File: config.mk
export PLATFORM = sky130hd
export DESIGN_NAME = sepp_queue
export DESIGN_NICKNAME = d
export VERILOG_FILES = /design/src/sv/stereo_equal_power_panner_assert.svh /design/src/sv/sepp_pkg.sv /design/src/sv/sepp_queue.sv
export SDC_FILE = /design/constraint.sdc
export NUM_CORES = 1
export LEC_CHECK = 0
export ABC_AREA = 1
export BUFFER_PORTS_ARGS = -buffer_cell sky130_fd_sc_hd__buf_2
export CAP_MARGIN = 20
export CORE_MARGIN = 2
export CORE_UTILIZATION = 45
export DETAILED_ROUTE_END_ITERATION = 10
export SKIP_CTS_REPAIR_TIMING = 1
export SLEW_MARGIN = 20
export SYNTH_ARGS = -nofsm -noshare
export SYNTH_HDL_FRONTEND = slang
export SYNTH_SLANG_ARGS = --single-unit
File: constraint.sdc
create_clock -name clk -period 5.09 [get_ports clk]
set_input_delay 0.7635 -clock clk [delete_from_list [all_inputs] [get_ports clk]]
set_output_delay 0.7635 -clock clk [all_outputs]
set_load 0.03 [all_outputs]
File: src/sv/stereo_equal_power_panner_assert.svh
// assertion macros for the stereo panner, clocked on clk and disabled in reset
// used by the top level only; define NO_ASSERTIONS to drop them
`ifndef STEREO_EQUAL_POWER_PANNER_ASSERT_SVH
`define STEREO_EQUAL_POWER_PANNER_ASSERT_SVH
`ifndef NO_ASSERTIONS
// condition must never hold
`define SEPP_ASSERT_NEVER(lbl, cond, msg) \
  lbl: assert property (@(posedge clk) disable iff (!rst_n) !(cond)) else $error(msg);
// antecedent implies consequent in the same cycle
`define SEPP_ASSERT_IMPLY(lbl, ante, cons, msg) \
  lbl: assert property (@(posedge clk) disable iff (!rst_n) (ante) |-> (cons)) else $error(msg);
`else
`define SEPP_ASSERT_NEVER(lbl, cond, msg)
`define SEPP_ASSERT_IMPLY(lbl, ante, cons, msg)
`endif
`endif

File: src/sv/sepp_pkg.sv
// shared types and constants for the stereo equal-power panner
// no dependencies
package sepp_pkg;

  // one in Q1.15
  localparam int UNIT_Q15 = 32768;

  // pi/2 in Q2.30 for the sine table build
  localparam longint unsigned PI_HALF_Q30 = 64'd1686629713;

  // taylor series divisors (2n)(2n+1), n = 1..12
  localparam int TAYLOR_TERMS = 12;
  localparam longint unsigned TAYLOR_DIV [TAYLOR_TERMS] =
    '{64'd6, 64'd20, 64'd42, 64'd72, 64'd110, 64'd156,
      64'd210, 64'd272, 64'd342, 64'd420, 64'd506, 64'd600};

  // pan scale after reset, 1.0 in Q2.14
  localparam logic [15:0] PAN_SCALE_RESET = 16'd16384;

  // queue between front and back
  localparam int QUEUE_DEPTH = 4;
  localparam int QPTR_W      = $clog2(QUEUE_DEPTH);
  localparam int QCNT_W      = $clog2(QUEUE_DEPTH + 1);

  // register indexes
  typedef enum logic {
    REG_FLIP_MODE = 1'b0,
    REG_PAN_SCALE = 1'b1
  } reg_idx_t;

  // configuration seen by the front
  typedef struct packed {
    logic        flip_mode;
    logic [15:0] pan_scale;
  } cfg_t;

  // queue status
  typedef struct packed {
    logic              empty;
    logic              full;
    logic [QCNT_W-1:0] count;
  } queue_stat_t;

endpackage

File: src/sv/sepp_queue.sv
// short queue between front and back of the panner, registered read
// depends on sepp_pkg for depth and status type
module sepp_queue #(
  parameter int W = 42
) (
  input  logic                  clk,
  input  logic                  rst_n,
  input  logic                  push,
  input  logic [W-1:0]          wdata,
  input  logic                  pop,
  output logic                  rvalid,
  output logic [W-1:0]          rdata,
  output sepp_pkg::queue_stat_t stat
);
  import sepp_pkg::*;

  logic [W-1:0]      mem [QUEUE_DEPTH];
  logic [QPTR_W-1:0] wptr_r, rptr_r;
  logic [QCNT_W-1:0] count_r;
  logic              rvalid_r;
  logic [W-1:0]      rdata_r;
  logic              do_pop;

  assign do_pop = pop && (count_r != '0);

  // pointers and fill count
  always_ff @(posedge clk) begin
    if (!rst_n) begin
      wptr_r   <= '0;
      rptr_r   <= '0;
      count_r  <= '0;
      rvalid_r <= 1'b0;
    end else begin
      if (push) begin
        wptr_r <= wptr_r + 1'b1;
      end
      if (do_pop) begin
        rptr_r <= rptr_r + 1'b1;
      end
      count_r  <= count_r + QCNT_W'(push) - QCNT_W'(do_pop);
      rvalid_r <= do_pop;
    end
  end

  // storage
  always_ff @(posedge clk) begin
    if (push) begin
      mem[wptr_r] <= wdata;
    end
    if (do_pop) begin
      rdata_r <= mem[rptr_r];
    end
  end

  assign rvalid     = rvalid_r;
  assign rdata      = rdata_r;
  assign stat.empty = (count_r == '0);
  assign stat.full  = (count_r == QCNT_W'(QUEUE_DEPTH));
  assign stat.count = count_r;

endmodule

* After elaboration in Yosys (flattened, before gate mapping) *
Memories as Yosys holds them, arrays and structs flattened. A register that Yosys moved wholly into a read port is not among the register bits.
Index checks and enable logic that the tools add are counted.

word-level totals
  register bits after elaboration = 8
  bits in latches = 0
  bits in writable memories = 168
  ROM bits = 0
  input bits = 46
  output and inout port bits = 48
  word-level logic and storage cells = 15
  memories kept = 1

memory list
  name  depth  width  rd ports  clocked after Yosys merged registers in  write ports  line              source
  mem   4      42     1         1                                        1            sepp_queue.sv:17  logic [W-1:0] mem [QUEUE_DEPTH];

operators by class
  add/sub/neg operators = 4
  multipliers = 0
  div/mod/pow operators = 0
  order comparisons = 0
  equality and inequality tests = 1
  shifts and indexed selects = 0
  mux-type cells = 2
  bitwise logic cells = 0
  reductions and logical operators = 3

operators with widths
  kind                                                           number
  2-bit by 1-bit adder with 2-bit output, second input constant  2
  3-bit by 1-bit adder with 3-bit output                         1
  3-bit == test, second input constant                           1
  3-bit zero test                                                1
  3-bit nonzero test                                             1
  3-bit by 1-bit subtractor with 3-bit output                    1
  1-bit 2-to-1 mux                                               2
  1-bit logical AND                                              1

* Logic depth before layout (Yosys ltp) *
  depth after elaboration = 3
  gate-level depth with buffers = 11
  mapped depth without buffers = 11

* Least setup slack after synthesis *
No wires, ideal clock.

  path type = register to register
  start = reg count_r[2]
  end = reg count_r[1]
  setup time = 0.109 ns
  arrival time = 2.756 ns
  data required time = 4.981 ns
  path slack = 2.225 ns
  stages on the path, launching flop included = 11
  path buffers = 0
  period minus slack after synthesis = 2.865 ns
  cell sequence = dfxtp_1 inv_1 nand2_1 nand2_1 inv_1 ha_1 inv_1 ha_1 fa_1 nand2_1 inv_1

between the ends
  longest elaborated chain between the ends = 3

RTL lines
  item                                         line              source
  from (decl)                                  sepp_queue.sv:19  logic [QCNT_W-1:0] count_r;
  from (signal assigned)                       sepp_queue.sv:40  count_r <= count_r + QCNT_W'(push) - QCNT_W'(do_pop);
  3-bit nonzero test                           sepp_queue.sv:24  assign do_pop = pop && (count_r != '0);
  1-bit logical AND                            sepp_queue.sv:24
  net do_pop                                   sepp_queue.sv:22  logic do_pop;
  3-bit by 1-bit subtractor with 3-bit output  sepp_queue.sv:40

The timed path passes the listed nets, and every way through them passes these cells.
A chain may end at the register's enable or synchronous reset.

==> reports/metrics.cfg <==
[status]
outcome = finished, final reports clean

[placed_design]
gp_congestion = 0.692
dpl_cell_area_mm2 = 0.00858
dpl.hpwl_um = 8260
post-place-ws_ns = 2.68
port_buffers = 93

[worst_setup_path]
required_ns = 5.31
endpoint_kind = flop
critPathMaxFanout = 87
cpMaxStageDelayCell = dfxtp_4
slowest_delay_ns = 0.94
cp_cell_sequence = inv_2, buf_4, o21ai_1, o22ai_1
worstPathArrival_ns = 2.63
worstSetupPathType = reg -> reg
cp-start-kind = flop

[drt]
drc = 0
highest_layer = met5
dr.pass1.iters = 4
drt_wl_total_um = 15400
met1_length_um = 6490
num_vias = 4501
wl_met3_um = 875
wl_per_cell_um = 18.2
viasPerCell = 5.33
route.met2.wl_um = 7550
dr.first_iter.drc_count = 318
drtAntennaViolNets = 0

[logic_synthesis]
synth_area_mm2 = 0.00796
synthMuxAreaShare_pct = 0
syn_avg_cell_area_um2 = 15.5
synthCells = 512
yosysSeqAreaShare_pct = 81.2
synth.top_cell.area_share_pct = 79.2
synth_top_family_by_area = compound AO/OA/AOI/OAI gates
synthXorXnorAreaFrac_pct = 0
synthDistinctLibCells = 18
synthAdderAreaFrac_pct = 1.19
synthSimpleGateAreaFrac_pct = 5.08
yosys-top-cells-area = edfxtp_1 79%, nor2_1 4.2%, o21ai_0 4.2%
ys_warn_count = 0
yosys.area.top_type = edfxtp_1
syn_nets = 565
synth-compound-area-share_pct = 9.02
ys_ff_latch = 218

[grt]
grt_overflow = 0
grt_pass1_vias = 4507
grt_max_degree = 88
track_usage_pct = 16.4
antenna_found_initial = 3
grt_pass1_wl_um = 23300

[sta]
setup_violations = 0
finalHoldViolations = 0
worst_pin_slew_ns = 0.934
final_max_slew_viol_count = 0
fin_crit_sh_pct = 47.4
rsz0062_at_grt = no
max-slew-margin-rel_pct = 37.8
period_minus_slack_ns = 2.41
fin_ws_ns = 2.68
clock_skew_ns = 0.0108
setup_tns_ns = 0
fmax_mhz = 415

[layout]
fin_util_pct = 53.3
multi_input_area_mm2 = 0.00122
drive_above_1_share_pct = 21.5
post-route-cell-area_mm2 = 0.00922
seq_area_mm2 = 0.00647
n_fill_cell = 1444
nets = 659
area_growth_pct = 15.8

[floorplanning]
die_h_um = 137
start_util_pct = 46.0
ioPinCount = 94
core.rowCount = 48
dieArea_mm2 = 0.0188
die_w_um = 137
core_mm2 = 0.0173

[power]
clockPowerShare_pct = 30.8
power_density_mw_per_mm2 = 511
p_leak_nw = 3.27
power.share.sequential_pct = 50.1
vdd_ir_drop_max_mv = 0.278
pwr-share-comb_pct = 19.1
p_switching_mw = 1.39
swShare_pct = 29.5
p_int_mw = 3.32

[cts]
root_buffer = clkbuf_16
ctsHtreeMaxLevel = 1
clock_path_buffers = 3
clk_pin_slew_ns = 0.06
cts_num_sinks = 218
numCtsBuffers = 21
tritoncts = done
clkLatencyLatePin_ns = 0.48

[min_path]
hp-class = in -> reg

[flow_run]
cap_viol_max_count = 0

[area by class of cell]
class | count | area share, %
Antenna cell | 1 | 0.0272
Clock buffer | 24 | 5.82
Clock inverter | 12 | 1.10
Inverter | 20 | 0.842
Multi-Input combinational cell | 247 | 13.2
Sequential cell | 218 | 70.2
Tap cell | 225 | 3.05
Timing Repair Buffer | 98 | 5.73
[metal layers]
metal / global-route usage, % / vias to the layer above
met1: 21.1 / 2242
met5: 0 / -
li1: - / 2101
met4: 5.90 / 2
met3: 3.63 / 37
met2: 27.6 / 119
[kinds of logic after synthesis]
| family | count (synthesis) |
|---|---|
| adder cells (fa/ha/maj) | 7 |
| AND/OR/NAND/NOR | 107 |
| flip-flops | 218 |
| AO/OA/AOI/OAI | 133 |
| buffers and inverters | 47 |
[state kept, by name, summed over array words and instances (netlist names)]
name and count:
rdata 42, rvalid 1, wptr_r 2, mem 168, rptr_r 2, count_r 3
[placed cells by master, fill, tap and decap left out, types with 6 or more instances in the layout]
cell and n:
edfxtp_1 210, buf_2 93, nor2_1 90, o21ai_0 66, o22ai_1 42, clkbuf_16 21, o21ai_1 20, nand2_1 15
inv_1 13, clkinv_1 7, inv_2 6, ha_1 6, dfxtp_1 6
[critical path, delay by kind of cell (launching register included)]
| family | cells | cell delay, ns |
|---|---|---|
| buffers and inverters | 2 | 0.81 |
| AOI/OAI and AO/OA | 2 | 0.35 |
| DFF | 1 | 0.94 |
[power by group through the flow]
| stage | registers [mW] | clock network (mW) | logic [mW] |
|---|---|---|---|
| floorplan | 2.56 | 0 | 0.487 |
| global placement | 2.40 | 0 | 0.877 |
| global route | 2.38 | 1.55 | 0.989 |
| detailed placement | 2.40 | 0 | 0.910 |
| finish | 2.36 | 1.45 | 0.898 |
| CTS | 2.36 | 1.48 | 0.913 |
[cells in the mapped netlist]
master	count
nand2_1	15
buf_6	10
o21ai_0	66
inv_2	2
a21oi_1	5
dfxtp_1	8
nor2_1	90
edfxtp_1	210
buf_2	8
fa_1	1
buf_4	2
clkbuf_1	2
o22ai_1	42
o21ai_1	20
clkbuf_2	5
inv_1	18
ha_1	6
nand3_1	2
[metrics by stage]
step / total power [mW] / hold slack (ns) / instances
finish: 4.71 / 0.492 / 845
global route: 4.93 / 0.476 / 845
CTS: 4.76 / 0.475 / 844
detailed placement: 3.31 / 0.550 / 808
global placement: 3.28 / 0.522 / 806
floorplan: 3.04 / 0.490 / 512
[worst paths after layout]
| check | slack, ns | cells past startpoint | to | from |
|---|---|---|---|---|
| max reg2reg | 2.68 | 4 | rdata[24] | rptr_r[0] |
| min reg2reg | 0.55 | 2 | wptr_r[1] | wptr_r[1] |
| max | 2.68 | 4 | rdata[24] | rptr_r[0] |
| min | 0.49 | 1 | mem[0][37] | wdata[37] |
Note: power is estimated with default switching activity, not from simulation.
