File: src/sv/stereo_equal_power_panner_assert.svh
// assertion macros for the stereo panner, clocked on clk and disabled in reset
// used by the top level only; define NO_ASSERTIONS to drop them
`ifndef STEREO_EQUAL_POWER_PANNER_ASSERT_SVH
`define STEREO_EQUAL_POWER_PANNER_ASSERT_SVH
`ifndef NO_ASSERTIONS
// condition must never hold
`define SEPP_ASSERT_NEVER(lbl, cond, msg) \
  lbl: assert property (@(posedge clk) disable iff (!rst_n) !(cond)) else $error(msg);
// antecedent implies consequent in the same cycle
`define SEPP_ASSERT_IMPLY(lbl, ante, cons, msg) \
  lbl: assert property (@(posedge clk) disable iff (!rst_n) (ante) |-> (cons)) else $error(msg);
`else
`define SEPP_ASSERT_NEVER(lbl, cond, msg)
`define SEPP_ASSERT_IMPLY(lbl, ante, cons, msg)
`endif
`endif

File: src/sv/sepp_pkg.sv
// shared types and constants for the stereo equal-power panner
// no dependencies
package sepp_pkg;

  // one in Q1.15
  localparam int UNIT_Q15 = 32768;

  // pi/2 in Q2.30 for the sine table build
  localparam longint unsigned PI_HALF_Q30 = 64'd1686629713;

  // taylor series divisors (2n)(2n+1), n = 1..12
  localparam int TAYLOR_TERMS = 12;
  localparam longint unsigned TAYLOR_DIV [TAYLOR_TERMS] =
    '{64'd6, 64'd20, 64'd42, 64'd72, 64'd110, 64'd156,
      64'd210, 64'd272, 64'd342, 64'd420, 64'd506, 64'd600};

  // pan scale after reset, 1.0 in Q2.14
  localparam logic [15:0] PAN_SCALE_RESET = 16'd16384;

  // queue between front and back
  localparam int QUEUE_DEPTH = 4;
  localparam int QPTR_W      = $clog2(QUEUE_DEPTH);
  localparam int QCNT_W      = $clog2(QUEUE_DEPTH + 1);

  // register indexes
  typedef enum logic {
    REG_FLIP_MODE = 1'b0,
    REG_PAN_SCALE = 1'b1
  } reg_idx_t;

  // configuration seen by the front
  typedef struct packed {
    logic        flip_mode;
    logic [15:0] pan_scale;
  } cfg_t;

  // queue status
  typedef struct packed {
    logic              empty;
    logic              full;
    logic [QCNT_W-1:0] count;
  } queue_stat_t;

endpackage

File: src/sv/sepp_front.sv
// front of the panner: scales, clamps and flips the pan, classifies the side
// and computes the sine table index; depends on sepp_pkg
module sepp_front #(
  parameter int SAMPLE_BITS      = 16,
  parameter int SINE_TABLE_DEPTH = 1024,
  localparam int IDX_W = $clog2(SINE_TABLE_DEPTH + 1)
) (
  input  logic                          clk,
  input  logic                          rst_n,
  input  sepp_pkg::cfg_t                cfg,
  input  logic                          accept,
  input  logic signed [SAMPLE_BITS-1:0] in_left,
  input  logic signed [SAMPLE_BITS-1:0] in_right,
  input  logic signed [15:0]            in_pan,
  output logic                          push,
  output logic [SAMPLE_BITS-1:0]        push_left,
  output logic [SAMPLE_BITS-1:0]        push_right,
  output logic [IDX_W-1:0]              push_idx,
  output logic                          push_pos,
  output logic [1:0]                    inflight
);
  import sepp_pkg::*;

  localparam logic signed [31:0] CLAMP_HI = 32'sd32768;
  localparam logic signed [31:0] CLAMP_LO = -32'sd32768;
  localparam logic [16:0]        IDX_MAX  = 17'(SINE_TABLE_DEPTH);

  // stage 1: pan times scale
  logic                          v1_r;
  logic [SAMPLE_BITS-1:0]        l1_r, r1_r;
  logic signed [31:0]            prod1_r;
  logic signed [32:0]            prod_full;

  assign prod_full = $signed(in_pan) * $signed({1'b0, cfg.pan_scale});

  always_ff @(posedge clk) begin
    if (!rst_n) begin
      v1_r <= 1'b0;
    end else begin
      v1_r <= accept;
    end
  end

  always_ff @(posedge clk) begin
    l1_r    <= in_left;
    r1_r    <= in_right;
    prod1_r <= prod_full[31:0];
  end

  // stage 2: truncate toward zero, clamp, flip, fold into phase
  logic signed [31:0] quot;
  logic signed [16:0] p_clamp, p_flip;
  logic               pos;
  logic [15:0]        phase;

  always_comb begin
    if (prod1_r[31]) begin
      quot = (prod1_r + 32'sd16383) >>> 14;
    end else begin
      quot = prod1_r >>> 14;
    end
    priority if (quot > CLAMP_HI) begin
      p_clamp = 17'sd32768;
    end else if (quot < CLAMP_LO) begin
      p_clamp = -17'sd32768;
    end else begin
      p_clamp = quot[16:0];
    end
    p_flip = cfg.flip_mode ? -p_clamp : p_clamp;
    pos    = (p_flip > 17'sd0);
    phase  = pos ? p_flip[15:0] : 16'(p_flip + 17'sd32768);
  end

  logic                   v2_r;
  logic [SAMPLE_BITS-1:0] l2_r, r2_r;
  logic [15:0]            phase2_r;
  logic                   pos2_r;

  always_ff @(posedge clk) begin
    if (!rst_n) begin
      v2_r <= 1'b0;
    end else begin
      v2_r <= v1_r;
    end
  end

  always_ff @(posedge clk) begin
    l2_r     <= l1_r;
    r2_r     <= r1_r;
    phase2_r <= phase;
    pos2_r   <= pos;
  end

  // nearest table entry for the phase
  logic [31:0] idx_scaled;
  logic [16:0] idx_full;

  always_comb begin
    idx_scaled = 32'(phase2_r) * 32'(SINE_TABLE_DEPTH) + 32'd16384;
    idx_full   = idx_scaled[31:15];
    if (idx_full > IDX_MAX) begin
      idx_full = IDX_MAX;
    end
  end

  assign push       = v2_r;
  assign push_left  = l2_r;
  assign push_right = r2_r;
  assign push_idx   = idx_full[IDX_W-1:0];
  assign push_pos   = pos2_r;
  assign inflight   = {1'b0, v1_r} + {1'b0, v2_r};

endmodule

File: config.mk
export PLATFORM = sky130hd
export DESIGN_NAME = sepp_front
export DESIGN_NICKNAME = d
export VERILOG_FILES = /design/src/sv/stereo_equal_power_panner_assert.svh /design/src/sv/sepp_pkg.sv /design/src/sv/sepp_front.sv
export SDC_FILE = /design/constraint.sdc
export NUM_CORES = 1
export LEC_CHECK = 0
export BUFFER_PORTS_ARGS = -buffer_cell sky130_fd_sc_hd__buf_2
export CORE_MARGIN = 2
export CORE_UTILIZATION = 60
export DETAILED_ROUTE_END_ITERATION = 8
export PLACE_DENSITY = 0.8
export RECOVER_POWER = 25
export SYNTH_ARGS = -nofsm -noshare
export SYNTH_HDL_FRONTEND = slang
export SYNTH_SLANG_ARGS = --single-unit
File: constraint.sdc
create_clock -name clk -period 9.2 [get_ports clk]
set_input_delay 0.46 -clock clk [delete_from_list [all_inputs] [get_ports clk]]
set_output_delay 0.46 -clock clk [all_outputs]
set_load 0.02 [all_outputs]
# Word level (Yosys, flattened, before mapping)
# Index checks and enable logic that the tools add are counted.
# word_totals
reg_bits,115
elab_cells,25
# op_classes
n_addsub,5
mul,1
n_lt_le_gt_ge,4
muxes,6
# ops
operator,n
2-to-1 mux 17 bit,3
"adder 32 x 15 -> 32 bit, second input constant",1
"greater-than comparator 32 x 17 -> 1 bit, second input constant",1
"less-than comparator 32 x 16 -> 1 bit, second input constant",1
multiplier 16 x 17 -> 32 bit,1
2-to-1 mux 32 bit,1
"adder 26 x 15 -> 27 bit, second input constant",1
"greater-than comparator 17 x 1 -> 1 bit, second input constant",1
negation 17 bit,1
"adder 16 bit, second input constant",1
2-to-1 mux 16 bit,1
"greater-than comparator 12 x 11 -> 1 bit, second input constant",1
2-to-1 mux 11 bit,1
adder 1 x 1 -> 2 bit,1

# Depth between registers and ports, before layout
# Gate-level depths: netlist of run 1.
# depth
ltp_word,9
ltp_mapped,25
depth_no_buf,24

# Worst setup path after synthesis of run 1
# No wires, ideal clock.
# synth_timing
path_type,input port to flip-flop
startpoint,input port in_pan[9]
endpoint,register prod1_r[30]
arrival_ns,6.426
t_required_ns,9.082
setup_slack_ns,2.656
cell_stages,23
n_path_buf,1
cell_sequence,clkbuf_1 -> nand2_1 -> fa_1 -> inv_1 -> fa_1 -> inv_1 -> fa_1 -> inv_1 -> fa_1 -> fa_1 -> inv_1 -> fa_1 -> inv_1 -> ha_1 -> and3_1 -> a211o_1 -> a31oi_2 -> a21oi_1 -> a41o_1 -> o41ai_1 -> o21ai_1 -> o41a_1 -> xor2_1
# synth_via
elab_chain_len,1
# synth_lines
element,line,rtl
"start, declared",sepp_front.sv:14,"input logic signed [15:0] in_pan,"
multiplier 16 x 17 -> 32 bit,sepp_front.sv:34,"assign prod_full = $signed(in_pan) * $signed({1'b0, cfg.pan_scale});"
named net prod_full[30],sepp_front.sv:32,logic signed [32:0] prod_full;
"end signal, assigned",sepp_front.sv:47,prod1_r <= prod_full[31:0];
"end, declared",sepp_front.sv:31,logic signed [31:0] prod1_r;
# The timed path passes the listed nets, and every way through them passes these cells.
# A chain may end at the register's enable or synchronous reset.

# Worst setup path after layout of run 1
# Ends and elaborated chain as after synthesis.

==> out/results.txt, run 1 <==
Status = complete, no violations
Max Freq = 0.150 GHz
Area of the mapped netlist = 12500 um2
CP Class = input pin to register
Clock buffer depth = 2
Layout area overhead = 8.21%
RSZ-0062 raised after global routing = no
Max-cap check violation count = 0
Skew-Pair Late Insertion Delay = 340 ps
Min Tclk post-route = 6690 ps
Worst path most repeated cell = fa_1
Fin area = 13600 um2
Initial DRC Count = 450
WL final = 26.9 mm
Post-synth EDFFs = 0
Largest delay contributor family on the critical path = adder cells
Final Hold Viols = 0
GRT Overall Usage = 25.6%
DR vias = 9236
Die width = 149 um
Vias in the first global route = 9441
Final Max Slew Viols = 0
Arrival @ worst endpoint = 6930 ps
Tcrit/Tclk final = 72.7%
Critical path data required time = 9440 ps
Via density per instance = 5.37
Max incr delay on CP = 560 ps
Post-route ant nets = 0
Register area share after synthesis = 17.7%
Site row count = 52
Setup Buffers After CTS = 0
Worst path buffer plus inverter count = 6
CORE AREA = 20400 um2
Slowest CP cell = fa_1
DP Cell Count = 1703
Die Y = 149 um
Post-DP Area = 13300 um2
Mean Syn Cell Area = 9.19 um2
Synthesized net count = 1747
Setup_tns = 0 ps
CTS Buf Count = 9
Port Buffers = 114
Worst Skew = 7.08 ps
Final HPWL DP = 22.2 mm
GPL Wtd Cong = 0.907
Layout cells sized above 1 = 10.6%
Main synth FF type = dfxtp_1
Worst-margin pin slew = 820 ps
Max rail drop VDD = 317 uV
P_leak = 6.84 nW
# fillers = 1576
Initial antenna violation count = 0
Hold buffers post-CTS = 0
CTS root buffer = clkbuf_16
Clock sinks = 111
Final non-filler cell total = 1719
N_diodes = 0
Wire per inst = 15.6 um
Io pins = 115
Post-Synthesis Cells = 1365
Drt pass-1 iters = 6
Synth Register Bits = 111
CP Cell Sequence = buf_2 -> nand2_1 -> fa_1 -> inv_1 -> fa_1 -> inv_1 -> fa_1 -> inv_1 -> fa_1 -> fa_1 -> inv_1 -> fa_1 -> inv_1 -> ha_1 -> and3_1 -> a211o_1 -> a31oi_2 -> a21oi_1 -> a41o_1 -> o41ai_1 -> o21ai_1 -> o41a_1 -> xor2_1
Netlist cell types = 76
Share of flip-flops with an asynchronous set or reset = 0%
Normalized max-slew margin = 44.9%
DIE AREA = 22100 um2
Starting Density = 61.6%
CTS tree = done
Crit path capture type = register
Power Density = 380 nW/um2
Post-cts resize count = 0
H-tree levels = 3
Post-layout net count = 1826
Setup violation total in the final timing report = 0
Grt total ovfl = 0
Worst Hold Class = input pin to register
Remaining DRCs = 0
Largest net degree at the start of global routing = 23
First-pass GRT wire length = 45.6 mm
Max Fanout on Critical Path = 16
Crit path launch type = input pin
Clk slew on worst S/H paths = 70 ps
Yosys warns = 0
final timing paths:
path / startpoint / endpoint / slack (ps) / depth (start not counted)
worst min-delay path: in_right[13] / r1_r[13] / 220 / 1
worst max-delay path: in_pan[9] / prod1_r[30] / 2510 / 23
worst max register to register: prod1_r[5] / phase2_r[15] / 4460 / 17
worst min register to register: l1_r[6] / push_left[6] / 330 / 0
power breakdown:
group | internal, mW | switching (mW)
combinational | 1.79 | 2.20
sequential | 0.654 | 0.134
clock | 0.215 | 0.171
cell families (layout without fill, tap and decap cells):
logic type | after synthesis | count (layout) | share of synthesized area (%)
AO/OA/AOI/OAI | 125 | 125 | 7.20
XOR/XNOR | 51 | 51 | 3.56
adder cells (fa/ha/maj) | 314 | 314 | 42.9
buffers and inverters | 307 | 391 | 9.28
flip-flops | 111 | 111 | 17.7
multiplexers | 12 | 12 | 1.09
AND/OR/NAND/NOR | 445 | 445 | 18.2
registers in the layout, summed over array words and instances (netlist names):
register and flops:
r1_r 16, prod1_r 32, push_right 16, push_pos 1
push 1, push_left 16, phase2_r 12, v1_r 1
l1_r 16
placed cells by master (no fill, tap or decap), drive strengths merged, types with 10 or more instances in the layout:
cell type and instances:
o21ai 24, nand2b 11, nand3 18, fa 194, nand2 143, xor2 10
clkbuf 10, a21oi 25, nor3 10, xnor2 41, nand4 12, ha 120
inv 262, buf 114, nor4 10, and3 13, nor2 71, dfxtp 111
and2 135
metal layers:
layer  GRT usage (%)  up-vias  part of all wire [%]
met2            42.4      361                    45
met3            4.57       49                   7.8
met1            35.1     4408                    45
met4            6.57        0                   1.9
met5               0        -                     0
li1                -     4418                     -
cell type report:
type / instances / area, um2 / share of cell area [%]
repair buffers: 115 / 577 / 4.25
multi-input cells: 947 / 9160 / 67.5
inverters: 260 / 976 / 7.19
flip-flops and latches: 111 / 2220 / 16.4
clock buffers: 9 / 225 / 1.66
well taps: 270 / 338 / 2.49
clock inverters: 7 / 78.8 / 0.581
cell usage after synthesis (2+ instances only):
| library cell | instances | share of area, % |
|---|---|---|
| o41ai_1 | 7 | 0.49 |
| a41oi_1 | 2 | 0.14 |
| o21a_1 | 7 | 0.42 |
| mux2_2 | 4 | 0.36 |
| nand4_1 | 12 | 0.60 |
| nor4_2 | 4 | 0.40 |
| nand3_1 | 18 | 0.72 |
| and4_1 | 5 | 0.35 |
| o21ai_0 | 20 | 0.80 |
| o211ai_1 | 2 | 0.12 |
| nand2b_1 | 11 | 0.55 |
| fa_1 | 194 | 31 |
| dfxtp_1 | 111 | 18 |
| a21oi_1 | 25 | 1.0 |
| xnor2_1 | 41 | 2.9 |
| nor2b_1 | 3 | 0.15 |
| nand3b_1 | 2 | 0.12 |
| a21o_1 | 7 | 0.42 |
| o2111ai_1 | 2 | 0.14 |
| a311oi_1 | 3 | 0.21 |
| mux2_4 | 2 | 0.24 |
| nand2_1 | 143 | 4.3 |
| ha_1 | 120 | 12 |
| a211oi_1 | 6 | 0.36 |
| or3_1 | 6 | 0.30 |
| buf_2 | 4 | 0.16 |
| and2_1 | 135 | 6.7 |
| a31oi_1 | 6 | 0.30 |
| buf_1 | 2 | 0.060 |
| o31ai_1 | 3 | 0.18 |
| o21bai_1 | 7 | 0.42 |
| xor2_1 | 10 | 0.70 |
| a31o_2 | 2 | 0.14 |
| o21ai_1 | 3 | 0.12 |
| mux2i_1 | 5 | 0.40 |
| inv_1 | 258 | 7.7 |
| and3_1 | 11 | 0.55 |
| a22oi_1 | 2 | 0.12 |
| nor2_1 | 71 | 2.1 |
| nor3_1 | 10 | 0.40 |
| nor4_1 | 5 | 0.25 |
| clkbuf_1 | 40 | 1.2 |
stage by stage:
stage	hold slack (ps)	utilization (%)	total power, mW	setup WS, ps
2_1_floorplan	310	-	3.98	2660
4_1_cts	203	66.7	5.19	2550
5_1_grt	205	66.7	5.82	2190
3_3_place_gp	310	65.2	4.65	2370
6_report	218	66.7	5.16	2510
3_5_place_dp	312	65.2	4.77	2180
Note: power is estimated with default switching activity, not from simulation.
==> inputs of run 2 (changes only) <==
Clock period 9.2 ns to 6.5 ns, I/O delays scaled along.
==> run 2 against run 1 <==
  * Critical path depth increased by 1
  * Clock power increased by 48%
  * Setup slack got worse by 2200 ps
  * Critical path type unchanged
  * Highest routed layer unchanged
  * Hold slack got worse by 140 ps
  * Count of clock-buffer cells in the layout unchanged
  * Largest power group unchanged
  * Flip-flop and latch count unchanged
  * Utilization increased by 1.9 points
  * Design area increased by 2.8%
  * Routed wire length decreased by 0.17%
==> out/results.txt, run 2 (same netlist as run 1, synthesis figures left out) <==
Met3 usage = 3.90% (-0.67 points)
P_leak = 7.09 nW (+3.6%)
CORE AREA = 20400 um2 (unchanged)
Worst Skew = 7.55 ps (+0.469 ps)
Largest delay contributor family on the critical path = adder cells
Drt pass-1 iters = 5 (-1)
Io pins = 115 (unchanged)
DIE AREA = 22100 um2 (unchanged)
Port Buffers = 114 (unchanged)
Met2 Use GR = 43.8% (+1.4 points)
Worst path most repeated cell = fa_1
Arrival @ worst endpoint = 6400 ps (-530 ps)
Commonest non-fill, non-tap cell in the layout = inv_1
N_diodes = 0 (unchanged)
Tcrit/Tclk final = 94.7%
Hold Path Depth = 1 (unchanged)
GPL Wtd Cong = 0.921 (+1.5%)
Grt total ovfl = 0 (unchanged)
Post-route ant nets = 0 (unchanged)
Clock sinks = 111 (unchanged)
Max Freq = 0.162 GHz
Worst-margin pin slew = 803 ps (-17.2 ps)
CP Cell Sequence = buf_2 -> nand2_1 -> fa_1 -> inv_1 -> fa_1 -> inv_1 -> fa_1 -> inv_1 -> fa_1 -> fa_1 -> inv_1 -> fa_1 -> inv_1 -> ha_1 -> a21oi_1 -> nor2b_1 -> a211o_1 -> a31oi_2 -> a21oi_1 -> a41o_1 -> o41ai_2 -> o21ai_1 -> o41a_1 -> xor2_1
WHS = 75.4 ps (-143 ps)
Setup ws final = 343 ps (-2170 ps)
Status = complete, no violations
Clk slew on worst S/H paths = 80 ps (about the same)
Max rail drop VDD = 474 uV (+50%)
Starting Density = 61.6% (unchanged)
Final HPWL DP = 23.1 mm (+4.5%)
Setup violation total in the final timing report = 0 (unchanged)
WL final = 26.8 mm (-0.17%)
Fin area = 14000 um2 (+2.8%)
Hold_sp = in_left[3]
Via density per instance = 5.36 (-0.16%)
CTS root buffer = clkbuf_16
# fillers = 1617 (+2.6%)
Max incr delay on CP = 550 ps (about the same)
Max FFs per register = 32 (unchanged)
Largest net degree at the start of global routing = 23 (unchanged)
Setup Buffers After CTS = 0 (unchanged)
Top reg by flops = prod1_r
DR vias = 9479 (+2.6%)
Initial DRC Count = 571 (+27%)
Remaining DRCs = 0 (unchanged)
Worst Hold Class = input pin to register
Crit path capture type = register
Wire per inst = 15.2 um (-2.9%)
R2r worst-path depth = 17 (unchanged)
Slowest CP cell = fa_1
Clock buffer depth = 2 (unchanged)
Site row count = 52 (unchanged)
Layout area overhead = 11.3%
CP Class = input pin to register
Hold buffers post-CTS = 0 (unchanged)
GRT Overall Usage = 25.6% (+0.027 points)
Reg-to-reg critical path endpoint = push_pos
CTS Buf Count = 9 (unchanged)
Post-cts resize count = 0 (unchanged)
Crit path launch type = input pin
Met1 usage = 34.3% (-0.79 points)
Final Max Slew Viols = 0 (unchanged)
Layout cells sized above 1 = 13.5% (+2.9 points)
H-tree levels = 3 (unchanged)
Die Y = 149 um (unchanged)
Flop2flop setup slack = 1760 ps (-2700 ps)
Post-layout net count = 1874 (+2.6%)
Most frequent cells in the layout = inv_1, fa_1, nand2_1
Min Tclk post-route = 6160 ps
Max-cap check violation count = 0 (unchanged)
First-pass GRT wire length = 45.9 mm (+0.57%)
Pre-CTS setup slack = -125 ps (-2300 ps)
Power Density = 548 nW/um2 (+44%)
Skew-Pair Late Insertion Delay = 350 ps (about the same)
Worst reg2reg path startpoint = prod1_r[5]
Critical path data required time = 6740 ps (-2700 ps)
Vias in the first global route = 9750 (+3.3%)
RSZ-0062 raised after global routing = no
Final Hold Viols = 0 (unchanged)
Die width = 149 um (unchanged)
Initial antenna violation count = 0 (unchanged)
Normalized max-slew margin = 46.0% (+1.2 points)
Multi-input gate area = 9170 um2 (about the same)
Top Usage Layer GRT = met2
Hold Path End = l1_r[3]
Register area = 2220 um2 (unchanged)
Worst path buffer plus inverter count = 6 (unchanged)
CTS tree = done
Post-DP Area = 13600 um2 (+2.7%)
Max Fanout on Critical Path = 8 (-8)
## run 2: cell count changes in the layout (fill, tap and decap cells not counted), sizes merged
| cell | previous run | this run |
|---|---|---|
| clkinv | 3 | 2 |
| clkbuf | 10 | 11 |
| clkinvlp | 1 | 0 |
| inv | 262 | 264 |
| buf | 114 | 161 |
## run 2: worst register-to-register path: cells and delay by family (launching register included)
family	cells	cell delay, ps
AO/OA/AOI/OAI	7	1320
buffers and inverters	1	140
AND/OR/NAND/NOR	7	2240
flip-flops	1	310
adder cells (fa/ha/maj)	1	370
XOR/XNOR	1	240
## run 2: through the flow
stage                     instances  TNS [ps]  utilization (%)  power, mW
final                          1767         0             68.5       7.65
after CTS                      1767         0             68.5       7.68
after detailed placement       1751      -125             66.9       7.08
after global placement         1751         0             66.9       6.84
after floorplan                1365         0                -       5.63
after global routing           1767         0             68.5       8.58
## run 2: layer usage
layer / wire [um] / share of wire [%] / up-vias
li1: - / - / 4525
met1: 11700 / 44 / 4581
met2: 12700 / 47 / 331
met3: 1860 / 6.9 / 42
met4: 521 / 1.9 / 0
met5: 0 / 0 / -
## run 2: cell type report
class / count / share of cell area [%]
clock inverter: 7 / 0.681
tap: 270 / 2.42
multi-input combinational: 947 / 65.7
clock buffer: 9 / 1.61
timing repair buffer: 163 / 6.70
sequential: 111 / 15.9
inverter: 260 / 6.99
## run 2: worst max path at each step
stage,cells past startpoint,to,from,slack [ps]
3_3_place_gp,22,prod1_r[30],in_pan[6],50
2_1_floorplan,23,prod1_r[30],in_pan[9],90
6_report,24,prod1_r[30],cfg[5],340
3_5_place_dp,23,prod1_r[30],in_pan[6],-120
5_1_grt,23,prod1_r[30],in_pan[6],90
4_1_cts,23,prod1_r[30],in_pan[6],240
## run 2: power breakdown
| part | internal [mW] | switching [mW] | total, mW | leakage, nW |
|---|---|---|---|---|
| clock | 0.312 | 0.259 | 0.571 | 0.158 |
| combinational | 2.76 | 3.20 | 5.96 | 5.99 |
| sequential | 0.925 | 0.192 | 1.12 | 0.935 |
